`src/rtl/core/cbet_pkg.sv`:
```
// shared widths, constants, register indexes and types of the credit tuner
package cbet_pkg;

  localparam int ACK_W     = 32;
  localparam int ELAPSED_W = 48;
  localparam int PROD_W    = ACK_W + 32;
  localparam int BOUND_W   = 9;
  localparam int DELTA_W   = 10;
  localparam int EPOCH_W   = 16;
  localparam int WEIGHT_W  = 16;
  localparam int WPROD_W   = ACK_W + WEIGHT_W;
  localparam int WCOUNT_W  = WPROD_W - 8;
  localparam int CFG_IDX_W = 3;
  localparam int CFG_DAT_W = 32;

  localparam logic [BOUND_W-1:0] UNLIMITED_CREDIT = 9'd256;

  localparam logic [8:0]  RST_START_BOUND      = 9'd32;
  localparam logic [8:0]  RST_BOUND_STEP       = 9'd8;
  localparam logic [7:0]  RST_BOUND_LIMIT      = 8'd128;
  localparam logic [15:0] RST_HOLD_EPOCHS      = 16'd100;
  localparam logic [31:0] RST_NOMINAL_CYCLES   = 32'd1000000;
  localparam logic [15:0] RST_UNLIMITED_WEIGHT = 16'd256;

  typedef enum logic [CFG_IDX_W-1:0] {
    CFG_START_BOUND      = 3'd0,
    CFG_BOUND_STEP       = 3'd1,
    CFG_BOUND_LIMIT      = 3'd2,
    CFG_HOLD_EPOCHS      = 3'd3,
    CFG_NOMINAL_CYCLES   = 3'd4,
    CFG_UNLIMITED_WEIGHT = 3'd5
  } cfg_idx_t;

  // scaler request and response
  typedef struct packed {
    logic                 start;
    logic [ACK_W-1:0]     ack;
    logic [31:0]          sample;
    logic [ELAPSED_W-1:0] elapsed;
  } scale_req_t;

  typedef struct packed {
    logic             done;
    logic [ACK_W-1:0] quot;
  } scale_rsp_t;

endpackage

```
`src/rtl/core/cbet_stream_if.sv`:
```
// valid/ready channel interfaces of the credit tuner
interface cbet_sample_if import cbet_pkg::*; ();
  logic                 valid;
  logic                 ready;
  logic [ACK_W-1:0]     ack_count;
  logic [ELAPSED_W-1:0] elapsed_cycles;

  modport source (output valid, output ack_count, output elapsed_cycles, input ready);
  modport sink (input valid, input ack_count, input elapsed_cycles, output ready);
endinterface

interface cbet_result_if import cbet_pkg::*; ();
  logic                      valid;
  logic                      ready;
  logic signed [DELTA_W-1:0] credit_adj;
  logic [BOUND_W-1:0]        credit_cap;
  logic                      in_training;
  logic [ACK_W-1:0]          scaled_count;

  modport source (output valid, output credit_adj, output credit_cap,
                  output in_training, output scaled_count, input ready);
  modport sink (input valid, input credit_adj, input credit_cap,
                input in_training, input scaled_count, output ready);
endinterface

interface cbet_cfg_if import cbet_pkg::*; ();
  logic                 valid;
  logic                 ready;
  logic [CFG_IDX_W-1:0] index;
  logic [CFG_DAT_W-1:0] data;

  modport source (output valid, output index, output data, input ready);
  modport sink (input valid, input index, input data, output ready);
endinterface

```
`src/rtl/core/cbet_scaler.sv`:
```
// count scaler: one multiply then a bit-serial restoring divide
module cbet_scaler import cbet_pkg::*; (
  input  logic       clk,
  input  logic       rst,
  input  scale_req_t req,
  output scale_rsp_t rsp
);

  typedef enum logic [2:0] {
    D_IDLE = 3'b001,
    D_MUL  = 3'b010,
    D_DIV  = 3'b100
  } dstate_t;

  localparam int CNT_W = $clog2(PROD_W);

  dstate_t              state;
  logic [ACK_W-1:0]     op_a;
  logic [31:0]          op_b;
  logic [ELAPSED_W-1:0] dvsr;
  logic [PROD_W-1:0]    dvd;
  logic [ELAPSED_W-1:0] rem;
  logic [CNT_W-1:0]     cnt;
  logic                 done;
  logic [ACK_W-1:0]     quot;

  logic [PROD_W-1:0]    prod;
  logic [ELAPSED_W:0]   trial;
  logic [ELAPSED_W:0]   diff;
  logic                 qbit;
  logic [PROD_W-1:0]    dvd_next;
  logic [ELAPSED_W-1:0] rem_next;
  logic                 finish;

  always_comb begin
    prod     = PROD_W'(op_a) * PROD_W'(op_b);
    trial    = {rem, dvd[PROD_W-1]};
    diff     = trial - {1'b0, dvsr};
    qbit     = ~diff[ELAPSED_W];
    rem_next = qbit ? diff[ELAPSED_W-1:0] : trial[ELAPSED_W-1:0];
    dvd_next = {dvd[PROD_W-2:0], qbit};
    finish   = ((state == D_MUL) && (dvsr == '0)) ||
               ((state == D_DIV) && (cnt == CNT_W'(PROD_W - 1)));
  end

  // one-cycle completion pulse
  always_ff @(posedge clk) begin
    if (rst) begin
      done <= 1'b0;
    end else begin
      done <= finish;
    end
  end

  always_ff @(posedge clk) begin
    if (rst) begin
      state <= D_IDLE;
    end else begin
      case (state)
        D_IDLE: begin
          if (req.start) begin
            op_a  <= req.ack;
            op_b  <= req.sample;
            dvsr  <= req.elapsed;
            state <= D_MUL;
          end
        end
        D_MUL: begin
          if (dvsr == '0) begin
            // zero elapsed takes the count unscaled
            quot  <= op_a;
            state <= D_IDLE;
          end else begin
            dvd   <= prod;
            rem   <= '0;
            cnt   <= '0;
            state <= D_DIV;
          end
        end
        D_DIV: begin
          dvd <= dvd_next;
          rem <= rem_next;
          cnt <= cnt + 1'b1;
          if (cnt == CNT_W'(PROD_W - 1)) begin
            // saturate quotients that overflow 32 bits
            quot  <= (dvd_next[PROD_W-1:ACK_W] != '0) ? '1 : dvd_next[ACK_W-1:0];
            state <= D_IDLE;
          end
        end
        default: state <= D_IDLE;
      endcase
    end
  end

  assign rsp.done = done;
  assign rsp.quot = quot;

endmodule

```
`src/rtl/core/credit_bound_epoch_tuner_core.sv`:
```
// top level of the credit bound epoch tuner
// One epoch summary (ack_count, elapsed_cycles) is taken on the sample channel and
// one result beat leaves on the result channel. The count is scaled to the nominal
// epoch by a single 32x32 multiply followed by a bit-serial restoring divider that
// retires one quotient bit per cycle. After the accepting edge come the multiply,
// 64 divide steps, quotient capture, weight multiply and the update that loads the
// result; with zero elapsed_cycles the divide is skipped. One item is worked on at
// a time; sample.ready is high only while the core is idle and out of reset. The
// core returns to idle on the edge that loads the result, so a new item is taken
// only once the last one has loaded its result. A finished result sits in an output
// register, so the next item can be accepted while it waits; only a result that
// finds that register still full holds the core in its update step. Configuration
// writes are taken whenever the core is out of reset (cfg.ready is high) and are
// meant to happen only while the core is idle; indexes past the register list are
// ignored.
module credit_bound_epoch_tuner_core import cbet_pkg::*; (
  input  logic clk,
  input  logic rst,
  cbet_sample_if.sink   sample,
  cbet_result_if.source result,
  cbet_cfg_if.sink      cfg
);

  typedef enum logic [3:0] {
    ST_IDLE = 4'b0001,
    ST_CALC = 4'b0010,
    ST_WGT  = 4'b0100,
    ST_UPD  = 4'b1000
  } state_t;

  // configuration registers
  logic [8:0]  start_bound;
  logic [8:0]  bound_step;
  logic [7:0]  bound_limit;
  logic [15:0] hold_epochs;
  logic [31:0] nominal_cycles;
  logic [15:0] unlimited_weight;

  // tuner state
  state_t               state;
  logic [BOUND_W-1:0]   bound_now;
  logic                 started;
  logic                 training;
  logic [EPOCH_W-1:0]   exec_count;
  logic [ACK_W-1:0]     best_count;
  logic [BOUND_W-1:0]   best_bound;

  // per-item working registers
  logic [ACK_W-1:0]     scaled;
  logic [WCOUNT_W-1:0]  weighted;

  // result register
  logic                      res_valid;
  logic signed [DELTA_W-1:0] res_delta;
  logic [BOUND_W-1:0]        res_bound;
  logic                      res_training;
  logic [ACK_W-1:0]          res_scaled;

  scale_req_t sreq;
  scale_rsp_t srsp;

  // update decision, from the current state
  logic [WPROD_W-1:0]  wprod;
  logic [EPOCH_W-1:0]  ec;
  logic [DELTA_W-1:0]  room;
  logic                jump;
  logic [DELTA_W-1:0]  delta_next;
  logic [BOUND_W-1:0]  bound_next;
  logic                training_next;
  logic [EPOCH_W-1:0]  exec_next;
  logic [ACK_W-1:0]    best_count_next;
  logic [BOUND_W-1:0]  best_bound_next;
  logic                sample_beat;
  logic                load_result;

  assign sample_beat  = sample.valid && sample.ready;
  assign sample.ready = (state == ST_IDLE) && !rst;
  assign cfg.ready    = !rst;
  assign load_result  = (state == ST_UPD) && (!res_valid || result.ready);

  assign sreq.start   = sample_beat;
  assign sreq.ack     = sample.ack_count;
  assign sreq.sample  = nominal_cycles;
  assign sreq.elapsed = sample.elapsed_cycles;

  cbet_scaler u_scaler (
    .clk (clk),
    .rst (rst),
    .req (sreq),
    .rsp (srsp)
  );

  assign wprod = WPROD_W'(scaled) * WPROD_W'(unlimited_weight);

  always_comb begin
    ec              = exec_count + 1'b1;
    room            = DELTA_W'(UNLIMITED_CREDIT) - {1'b0, bound_now};
    // jump to unlimited at or past the maximum, or when one step would reach it
    jump            = (bound_now >= {1'b0, bound_limit}) || (bound_now > UNLIMITED_CREDIT) ||
                      (room <= {1'b0, bound_step});
    delta_next      = '0;
    bound_next      = bound_now;
    training_next   = training;
    exec_next       = exec_count;
    best_count_next = best_count;
    best_bound_next = best_bound;
    if (scaled != '0) begin
      if (!training) begin
        // execution: hold the bound, retrain after the epoch budget
        exec_next = ec;
        if (ec == hold_epochs) begin
          training_next   = 1'b1;
          best_count_next = '0;
          best_bound_next = '0;
          delta_next      = {1'b0, start_bound} - {1'b0, bound_now};
          bound_next      = start_bound;
          exec_next       = '0;
        end
      end else if (bound_now == UNLIMITED_CREDIT) begin
        // judge unlimited against the best finite bound seen
        if (!(WCOUNT_W'(best_count) < weighted) && (best_count != '0)) begin
          delta_next = {1'b0, best_bound} - {1'b0, bound_now};
          bound_next = best_bound;
        end
        training_next = 1'b0;
        exec_next     = '0;
      end else begin
        if (best_count < scaled) begin
          best_count_next = scaled;
          best_bound_next = bound_now;
        end
        if (jump) begin
          delta_next = DELTA_W'(UNLIMITED_CREDIT) - {1'b0, bound_now};
          bound_next = UNLIMITED_CREDIT;
        end else begin
          delta_next = {1'b0, bound_step};
          bound_next = bound_now + bound_step;
        end
      end
    end
  end

  // configuration writes
  always_ff @(posedge clk) begin
    if (rst) begin
      start_bound      <= RST_START_BOUND;
      bound_step       <= RST_BOUND_STEP;
      bound_limit      <= RST_BOUND_LIMIT;
      hold_epochs      <= RST_HOLD_EPOCHS;
      nominal_cycles   <= RST_NOMINAL_CYCLES;
      unlimited_weight <= RST_UNLIMITED_WEIGHT;
    end else if (cfg.valid) begin
      case (cfg.index)
        CFG_START_BOUND:      start_bound      <= cfg.data[8:0];
        CFG_BOUND_STEP:       bound_step       <= cfg.data[8:0];
        CFG_BOUND_LIMIT:      bound_limit      <= cfg.data[7:0];
        CFG_HOLD_EPOCHS:      hold_epochs      <= cfg.data[15:0];
        CFG_NOMINAL_CYCLES:   nominal_cycles   <= cfg.data[31:0];
        CFG_UNLIMITED_WEIGHT: unlimited_weight <= cfg.data[15:0];
        default: ;
      endcase
    end
  end

  // sequencer and tuner state
  always_ff @(posedge clk) begin
    if (rst) begin
      state      <= ST_IDLE;
      bound_now  <= '0;
      started    <= 1'b0;
      training   <= 1'b1;
      exec_count <= '0;
      best_count <= '0;
      best_bound <= '0;
      res_valid  <= 1'b0;
    end else begin
      // a new result replaces one that leaves on the same edge
      if (load_result) begin
        res_valid <= 1'b1;
      end else if (result.ready) begin
        res_valid <= 1'b0;
      end
      case (state)
        ST_IDLE: begin
          if (sample_beat) begin
            // bound is taken from the register on the very first epoch
            if (!started) begin
              bound_now <= start_bound;
              started   <= 1'b1;
            end
            state <= ST_CALC;
          end
        end
        ST_CALC: begin
          if (srsp.done) begin
            scaled <= srsp.quot;
            state  <= ST_WGT;
          end
        end
        ST_WGT: begin
          // Q8.8 weight, fraction dropped
          weighted <= wprod[WPROD_W-1:8];
          state    <= ST_UPD;
        end
        ST_UPD: begin
          if (load_result) begin
            bound_now    <= bound_next;
            training     <= training_next;
            exec_count   <= exec_next;
            best_count   <= best_count_next;
            best_bound   <= best_bound_next;
            res_delta    <= delta_next;
            res_bound    <= bound_next;
            res_training <= training_next;
            res_scaled   <= scaled;
            state        <= ST_IDLE;
          end
        end
        default: state <= ST_IDLE;
      endcase
    end
  end

  assign result.valid        = res_valid;
  assign result.credit_adj   = res_delta;
  assign result.credit_cap   = res_bound;
  assign result.in_training  = res_training;
  assign result.scaled_count = res_scaled;

endmodule

```
`src/flat_wrapper.sv`:
```
// flat-port wrapper written by rule: the top's interface ports become plain ports
module credit_bound_epoch_tuner_core_flat import cbet_pkg::*;
  (clk, rst, sample_valid, sample_ack_count, sample_elapsed_cycles, sample_ready, result_valid, result_credit_adj, result_credit_cap, result_in_training, result_scaled_count, result_ready, cfg_valid, cfg_index, cfg_data, cfg_ready);
  cbet_sample_if sample_i ();
  cbet_result_if result_i ();
  cbet_cfg_if cfg_i ();
  input  logic clk;
  input  logic rst;
  input wire logic [$bits(sample_i.valid)-1:0] sample_valid;
  input wire logic [$bits(sample_i.ack_count)-1:0] sample_ack_count;
  input wire logic [$bits(sample_i.elapsed_cycles)-1:0] sample_elapsed_cycles;
  output wire logic [$bits(sample_i.ready)-1:0] sample_ready;
  output wire logic [$bits(result_i.valid)-1:0] result_valid;
  output wire logic [$bits(result_i.credit_adj)-1:0] result_credit_adj;
  output wire logic [$bits(result_i.credit_cap)-1:0] result_credit_cap;
  output wire logic [$bits(result_i.in_training)-1:0] result_in_training;
  output wire logic [$bits(result_i.scaled_count)-1:0] result_scaled_count;
  input wire logic [$bits(result_i.ready)-1:0] result_ready;
  input wire logic [$bits(cfg_i.valid)-1:0] cfg_valid;
  input wire logic [$bits(cfg_i.index)-1:0] cfg_index;
  input wire logic [$bits(cfg_i.data)-1:0] cfg_data;
  output wire logic [$bits(cfg_i.ready)-1:0] cfg_ready;
  assign sample_i.valid = sample_valid;
  assign sample_i.ack_count = sample_ack_count;
  assign sample_i.elapsed_cycles = sample_elapsed_cycles;
  assign sample_ready = sample_i.ready;
  assign result_valid = result_i.valid;
  assign result_credit_adj = result_i.credit_adj;
  assign result_credit_cap = result_i.credit_cap;
  assign result_in_training = result_i.in_training;
  assign result_scaled_count = result_i.scaled_count;
  assign result_i.ready = result_ready;
  assign cfg_i.valid = cfg_valid;
  assign cfg_i.index = cfg_index;
  assign cfg_i.data = cfg_data;
  assign cfg_ready = cfg_i.ready;
  credit_bound_epoch_tuner_core u_core (.clk(clk), .rst(rst), .sample(sample_i), .result(result_i), .cfg(cfg_i));
endmodule
```
`config.mk`:
```
export PLATFORM = sky130hd
export DESIGN_NAME = credit_bound_epoch_tuner_core_flat
export DESIGN_NICKNAME = d
export VERILOG_FILES = /design/src/rtl/core/cbet_pkg.sv /design/src/rtl/core/cbet_stream_if.sv /design/src/rtl/core/cbet_scaler.sv /design/src/rtl/core/credit_bound_epoch_tuner_core.sv /design/src/flat_wrapper.sv
export SDC_FILE = /design/constraint.sdc
export NUM_CORES = 2
export LEC_CHECK = 0
export BUFFER_PORTS_ARGS = -buffer_cell sky130_fd_sc_hd__buf_2
export CAP_MARGIN = 20
export CORE_UTILIZATION = 64
export CTS_CLUSTER_SIZE = 25
export DETAILED_ROUTE_END_ITERATION = 6
export PLACE_DENSITY = 0.81
export SYNTH_ARGS = -nofsm -noshare
export SYNTH_HDL_FRONTEND = slang
export SYNTH_SLANG_ARGS = --single-unit
```
`constraint.sdc`:
```
create_clock -name clk -period 15.8 [get_ports clk]
set_input_delay 0 -clock clk [delete_from_list [all_inputs] [get_ports clk]]
set_output_delay 0 -clock clk [all_outputs]
set_load 0.005 [all_outputs]
```
Word level (Yosys, flattened, before mapping)
Cells that the tools add are included.
Word-level totals
  flip-flop bits (word level): 553
  bits of input ports: 120
  output and inout port bits: 55
Operators by class
  bitwise gates (word level): 2
  equality and inequality tests: 26
  reduce and logical (&&, ||, !) cells: 41
  add/subtract/negate cells: 7
  multiply operators: 2
  mux-type cells: 51
  magnitude comparators: 5
Operators by type and width (count)
  $mux W32: 7
  $pmux W64 S2: 1
  $mux W9: 13
  $mux W48: 2
  $pmux W48 S2: 1
  $reduce_bool A32 Y1: 3
  $mul A32 B32 Y64: 1
  $mux W64: 1
  $pmux W32 S2: 1
  $mux W10: 5
  $sub A49 B48 Y49: 1
  $logic_not A48 Y1: 1
  $mul A32 B16 Y48: 1
  $mux W16: 3
  $lt A32 B40 Y1: 1
  $lt A32 B32 Y1: 1
  $reduce_and A2 Y1: 10
  $sub A9 B9 Y10: 2
  $pmux W9 S2: 1
  $add A16 B1 Y16 const B: 1
  $eq A16 B16 Y1: 1
  $pmux W4 S4: 1
  $reduce_and A3 Y1: 5
  $mux W4: 3
  30 further kinds: 67

Depth between registers and ports, before layout
  depth in word-level cells: 9
  gate-level depth with buffers: 29
  depth with buffers taken out: 27

By module
A second synthesis with hierarchy kept.
Unflattened totals
  cell total of the unflattened synthesis: 8280
  area total of the unflattened synthesis: 76932.5 um^2
Modules (own cells, without submodules)
  cbet_scaler: instances 1, cells each 4870, seq. area each 7947.6 um^2, area an instance 46529.6 um^2
  credit_bound_epoch_tuner_core: instances 1, cells each 3410, seq. area each 6986.7 um^2, area an instance 30402.9 um^2

Worst setup path after synthesis
No wires, ideal clock.
  path type: reg2reg
  start point: register u_core.u_scaler.dvsr[1]
  end point: register u_core.u_scaler.cnt[0], enable pin
  required time: 15.061 ns
  clock period less this slack: 9.576 ns
  arrival: 8.837 ns
  buffers on the path: 0
  cell stages (with the launch flop): 7
  slack: 6.224 ns
  path through: edfxtp_1 nor4_1 nand4_1 nor3_1 nand2b_1 o21a_1 nor3_1
On the way
  cells in the longest elaborated chain, start to end: 3
RTL lines
  start: declaration: RTL line cbet_scaler.sv:20  | logic [ELAPSED_W-1:0] dvsr;
  start signal: assignment: RTL line cbet_scaler.sv:64  | dvsr <= req.elapsed;
  $logic_not A48 Y1: RTL line cbet_scaler.sv:69  | if (dvsr == '0) begin
  $ne A2 B2 Y1 (no line)
  $reduce_and A3 Y1 (no line)
  end signal: assignment: RTL line cbet_scaler.sv:83  | cnt <= cnt + 1'b1;
  end: declaration: RTL line cbet_scaler.sv:23  | logic [CNT_W-1:0] cnt;
No other way between the ends.
A chain may end at the register's enable or synchronous reset.

Worst setup path after layout
  start point: register u_core.u_scaler.op_b[24]
  end point: register u_core.u_scaler.dvd[59] (data pin)
On the way
  cells in the longest elaborated chain, start to end: 3
RTL lines
  start: declaration: RTL line cbet_scaler.sv:19  | logic [31:0] op_b;
  start signal: assignment: RTL line cbet_scaler.sv:63  | op_b <= req.sample;
  $mul A32 B32 Y64: RTL line cbet_scaler.sv:36  | prod = PROD_W'(op_a) * PROD_W'(op_b);
  $mux W64: RTL line cbet_scaler.sv:69
  $pmux W64 S2: RTL line cbet_scaler.sv:59  | case (state)
  end signal: assignment: RTL line cbet_scaler.sv:74  | dvd <= prod;
  end signal: assignment: RTL line cbet_scaler.sv:81  | dvd <= dvd_next;
  end: declaration: RTL line cbet_scaler.sv:21  | logic [PROD_W-1:0] dvd;
No other way between the ends. The select of a mux whose other input is x is not followed.

==> results_dict.tcl <==
set metrics [dict create \
    synth-edff-count 386 \
    area_growth_pct 8.206 \
    r2r_end "u_core.u_scaler.dvd[59]$_DFFE_PP_" \
    drt-wirelength-per-cell_um 21.50 \
    std_cell_rows 125 \
    wl_mm 207.3 \
    antenna_found_initial 12 \
    io_pins 175 \
    r2r-start "u_core.u_scaler.op_b[24]$_DFFE_PP_" \
    yosysSeqAreaShare_pct 19.87 \
    worstPathRequired_ps 16190 \
    worst_pin_slew_ps 1151 \
    synthDistinctLibCells 92 \
    synth-async-reset-ratio_pct 0 \
    via_count 57360 \
    period_needed_ps 8672 \
    synth_cells 7950 \
    crit_path_start_kind "register" \
    cts.path.max_buffers 3 \
    finalSetupViolations 0 \
    avgSynthCellArea_sq_um 9.453 \
    grt_pass1_vias 61790 \
    fp.dieArea_sq_um 118800 \
    clk_latency_ps 700 \
    overflow 0 \
    timing.fmax_mhz 115.3 \
    htree_num_levels 3 \
    ys.flop_type "edfxtp_1" \
    finalSetupTns_ps 0 \
    drc_errors 1 \
    rsz0062_at_grt "false" \
    ys_warn_count 0 \
    finalMaxSlewViolations 0 \
    post_cts_buffers 0 \
    initial_utilization_pct 64.58 \
    fin_nets 10030 \
    max_stage_delay_ps 880 \
    grt_pass1_wl_mm 329.7 \
    endpoint_kind "register" \
    netlist.area_leader.share_pct 35.08 \
    cts-buffers-inserted 67 \
    holdPathStages 2 \
    gp_congestion 0.9545 \
    coreArea_sq_um 116400 \
    finalClockSkew_ps 50.72 \
    synthMostInstantiatedCell "inv_1" \
    cts_tree "yes" \
    worstHoldPathType "input pin to register" \
    drt_iter0_markers 5421 \
    vias_per_cell 5.950 \
    drive_gt1_share_pct 5.601 \
    violations "design-rule violations" \
    final_hold_viol_count 0 \
    die_h_um 344.7 \
    startpoint "u_core.u_scaler.op_b[24]$_DFFE_PP_" \
    crit_slowest_cell "edfxtp_1" \
    syn-cell-area_sq_um 75150 \
    yosys.area.top_type "fa_1" \
    cts_hold_buffers 177 \
    drtPass1Iterations 7 \
    syn_nets 9924 \
    path_clk_slew_ps 60 \
    post-dp-hpwl_mm 150.2 \
    max_cap_viol_count 0 \
    ys_ff_latch 553 \
    cts.sinks 553 \
    arrival_ps 9060 \
    finalCritPeriodShare_pct 54.88 \
    grt_max_degree 83 \
    cpMostUsedCell "fa_1" \
    crit_end "u_core.u_scaler.dvd[59]$_DFFE_PP_" \
    status "finished, violations left" \
    die_width_um 344.7 \
    ant_nets 0 \
    grtUsageTotal_pct 36.07 \
    ys_top_cells_by_area "fa_1, edfxtp_1, ha_1" \
    port-buffer-count 174 \
    cts_resized 0 \
    worst-setup-path-type "register to register" \
    cp_max_fo 22 \
    reg2reg_slack_ps 7130 \
    synthTopCellsByCount "inv_1, fa_1, nand2_1" \
    reg2regPathDepth 25 \
    cts-root-buf "clkbuf_16" \
    relSlewSlack_pct 23.26 \
]
## registers in the layout, indices dropped and copies added (netlist names), 10 cells and up
signal and cells:
u_core.u_scaler.dvd 64, u_core.u_scaler.dvsr 48, u_core.u_scaler.rem 48, u_core.weighted 40, u_core.best_count 32, u_core.nominal_cycles 32, u_core.result.scaled_count 32, u_core.scaled 32
u_core.u_scaler.op_a 32, u_core.u_scaler.op_b 32, u_core.u_scaler.quot 32, u_core.exec_count 16, u_core.hold_epochs 16, u_core.unlimited_weight 16, u_core.result.credit_adj 10
## placed cells by master (no fill, tap or decap), types with 40 or more instances in the layout
cell           count
a21o_1           145
a21oi_1          335
and2_1           732
and3_1            54
buf_2            175
buf_4            109
clkbuf_16         68
dfxtp_1          165
dlygate4sd3_1    177
edfxtp_1         386
fa_1            1317
ha_1             537
inv_1           1408
mux2i_1           40
nand2_1         1193
nand3_1           90
nand4_1           41
nor2_1           271
nor3_1            43
nor4_1            43
o21ai_0          132
xnor2_1          122
xor2_1            67
## metrics by stage
stage          worst slack, ps  hold WS (ps)  utilization, %  instances  cell area [sq um]
2_1_floorplan             6224         48.17               -       7950              75150
3_3_place_gp              6889         176.4           66.28       9321              77130
3_5_place_dp              6952         178.1           66.32       9324              77170
4_1_cts                   6928        0.3097           69.73       9621              81140
5_1_grt                   6800         9.806           69.88       9636              81310
6_report                  7128         21.76           69.88       9640              81320
## how the worst min path moves through the flow
stage                                         start                                  to  slack [ps]
after floorplan                                 rst                        sample_ready          50
after global placement          sample_ack_count[7]   u_core.u_scaler.op_a[7]$_DFFE_PP_         180
after detailed placement  sample_elapsed_cycles[36]  u_core.u_scaler.dvsr[36]$_DFFE_PP_         180
after CTS                      sample_ack_count[20]  u_core.u_scaler.op_a[20]$_DFFE_PP_         0.3
after global routing           sample_ack_count[21]  u_core.u_scaler.op_a[21]$_DFFE_PP_          10
final                          sample_ack_count[20]  u_core.u_scaler.op_a[20]$_DFFE_PP_          20
## critical path: cells and delay by family, from the launching register on
| family | cells | cell delay (ps) |
|---|---|---|
| xor gates and xnor gates | 1 | 150 |
| and+or+nand+nor | 5 | 880 |
| AOI/OAI and AO/OA | 6 | 1500 |
| DFF | 1 | 880 |
| buffers and inverters | 4 | 570 |
| adders and majority gates | 9 | 4370 |
## cell families after synthesis
| logic type | Yosys count | synth area share (%) |
|---|---|---|
| mux | 46 | 0.6227 |
| xor+xnor | 190 | 2.214 |
| fa+ha+maj | 1854 | 44.02 |
| flops | 553 | 19.87 |
| simple gates | 2610 | 16.80 |
| compound gates | 854 | 7.194 |
| buf+inv | 1843 | 9.274 |
## area by class of cell
cell class | count | area, sq um
multi-input cells | 5554 | 53320
fillers | 8571 | 35040
flip-flops and latches | 553 | 14940
repair buffers | 469 | 3631
inverters | 1409 | 5289
well taps | 1524 | 1907
clock buffers | 81 | 1784
clock inverters | 39 | 421.7
diodes | 11 | 27.53
## layer usage
metal,share of wire (%),vias to the layer above,global-route usage [%]
met5,0.0087,-,0
met4,6.6,2,21.49
met3,9.3,839,7.481
met2,48,2893,59.43
met1,36,28670,43.89
li1,-,24950,-
Power is not shown: default switching activity piles up to over one toggle a cycle in this logic, so the estimate is an artifact.
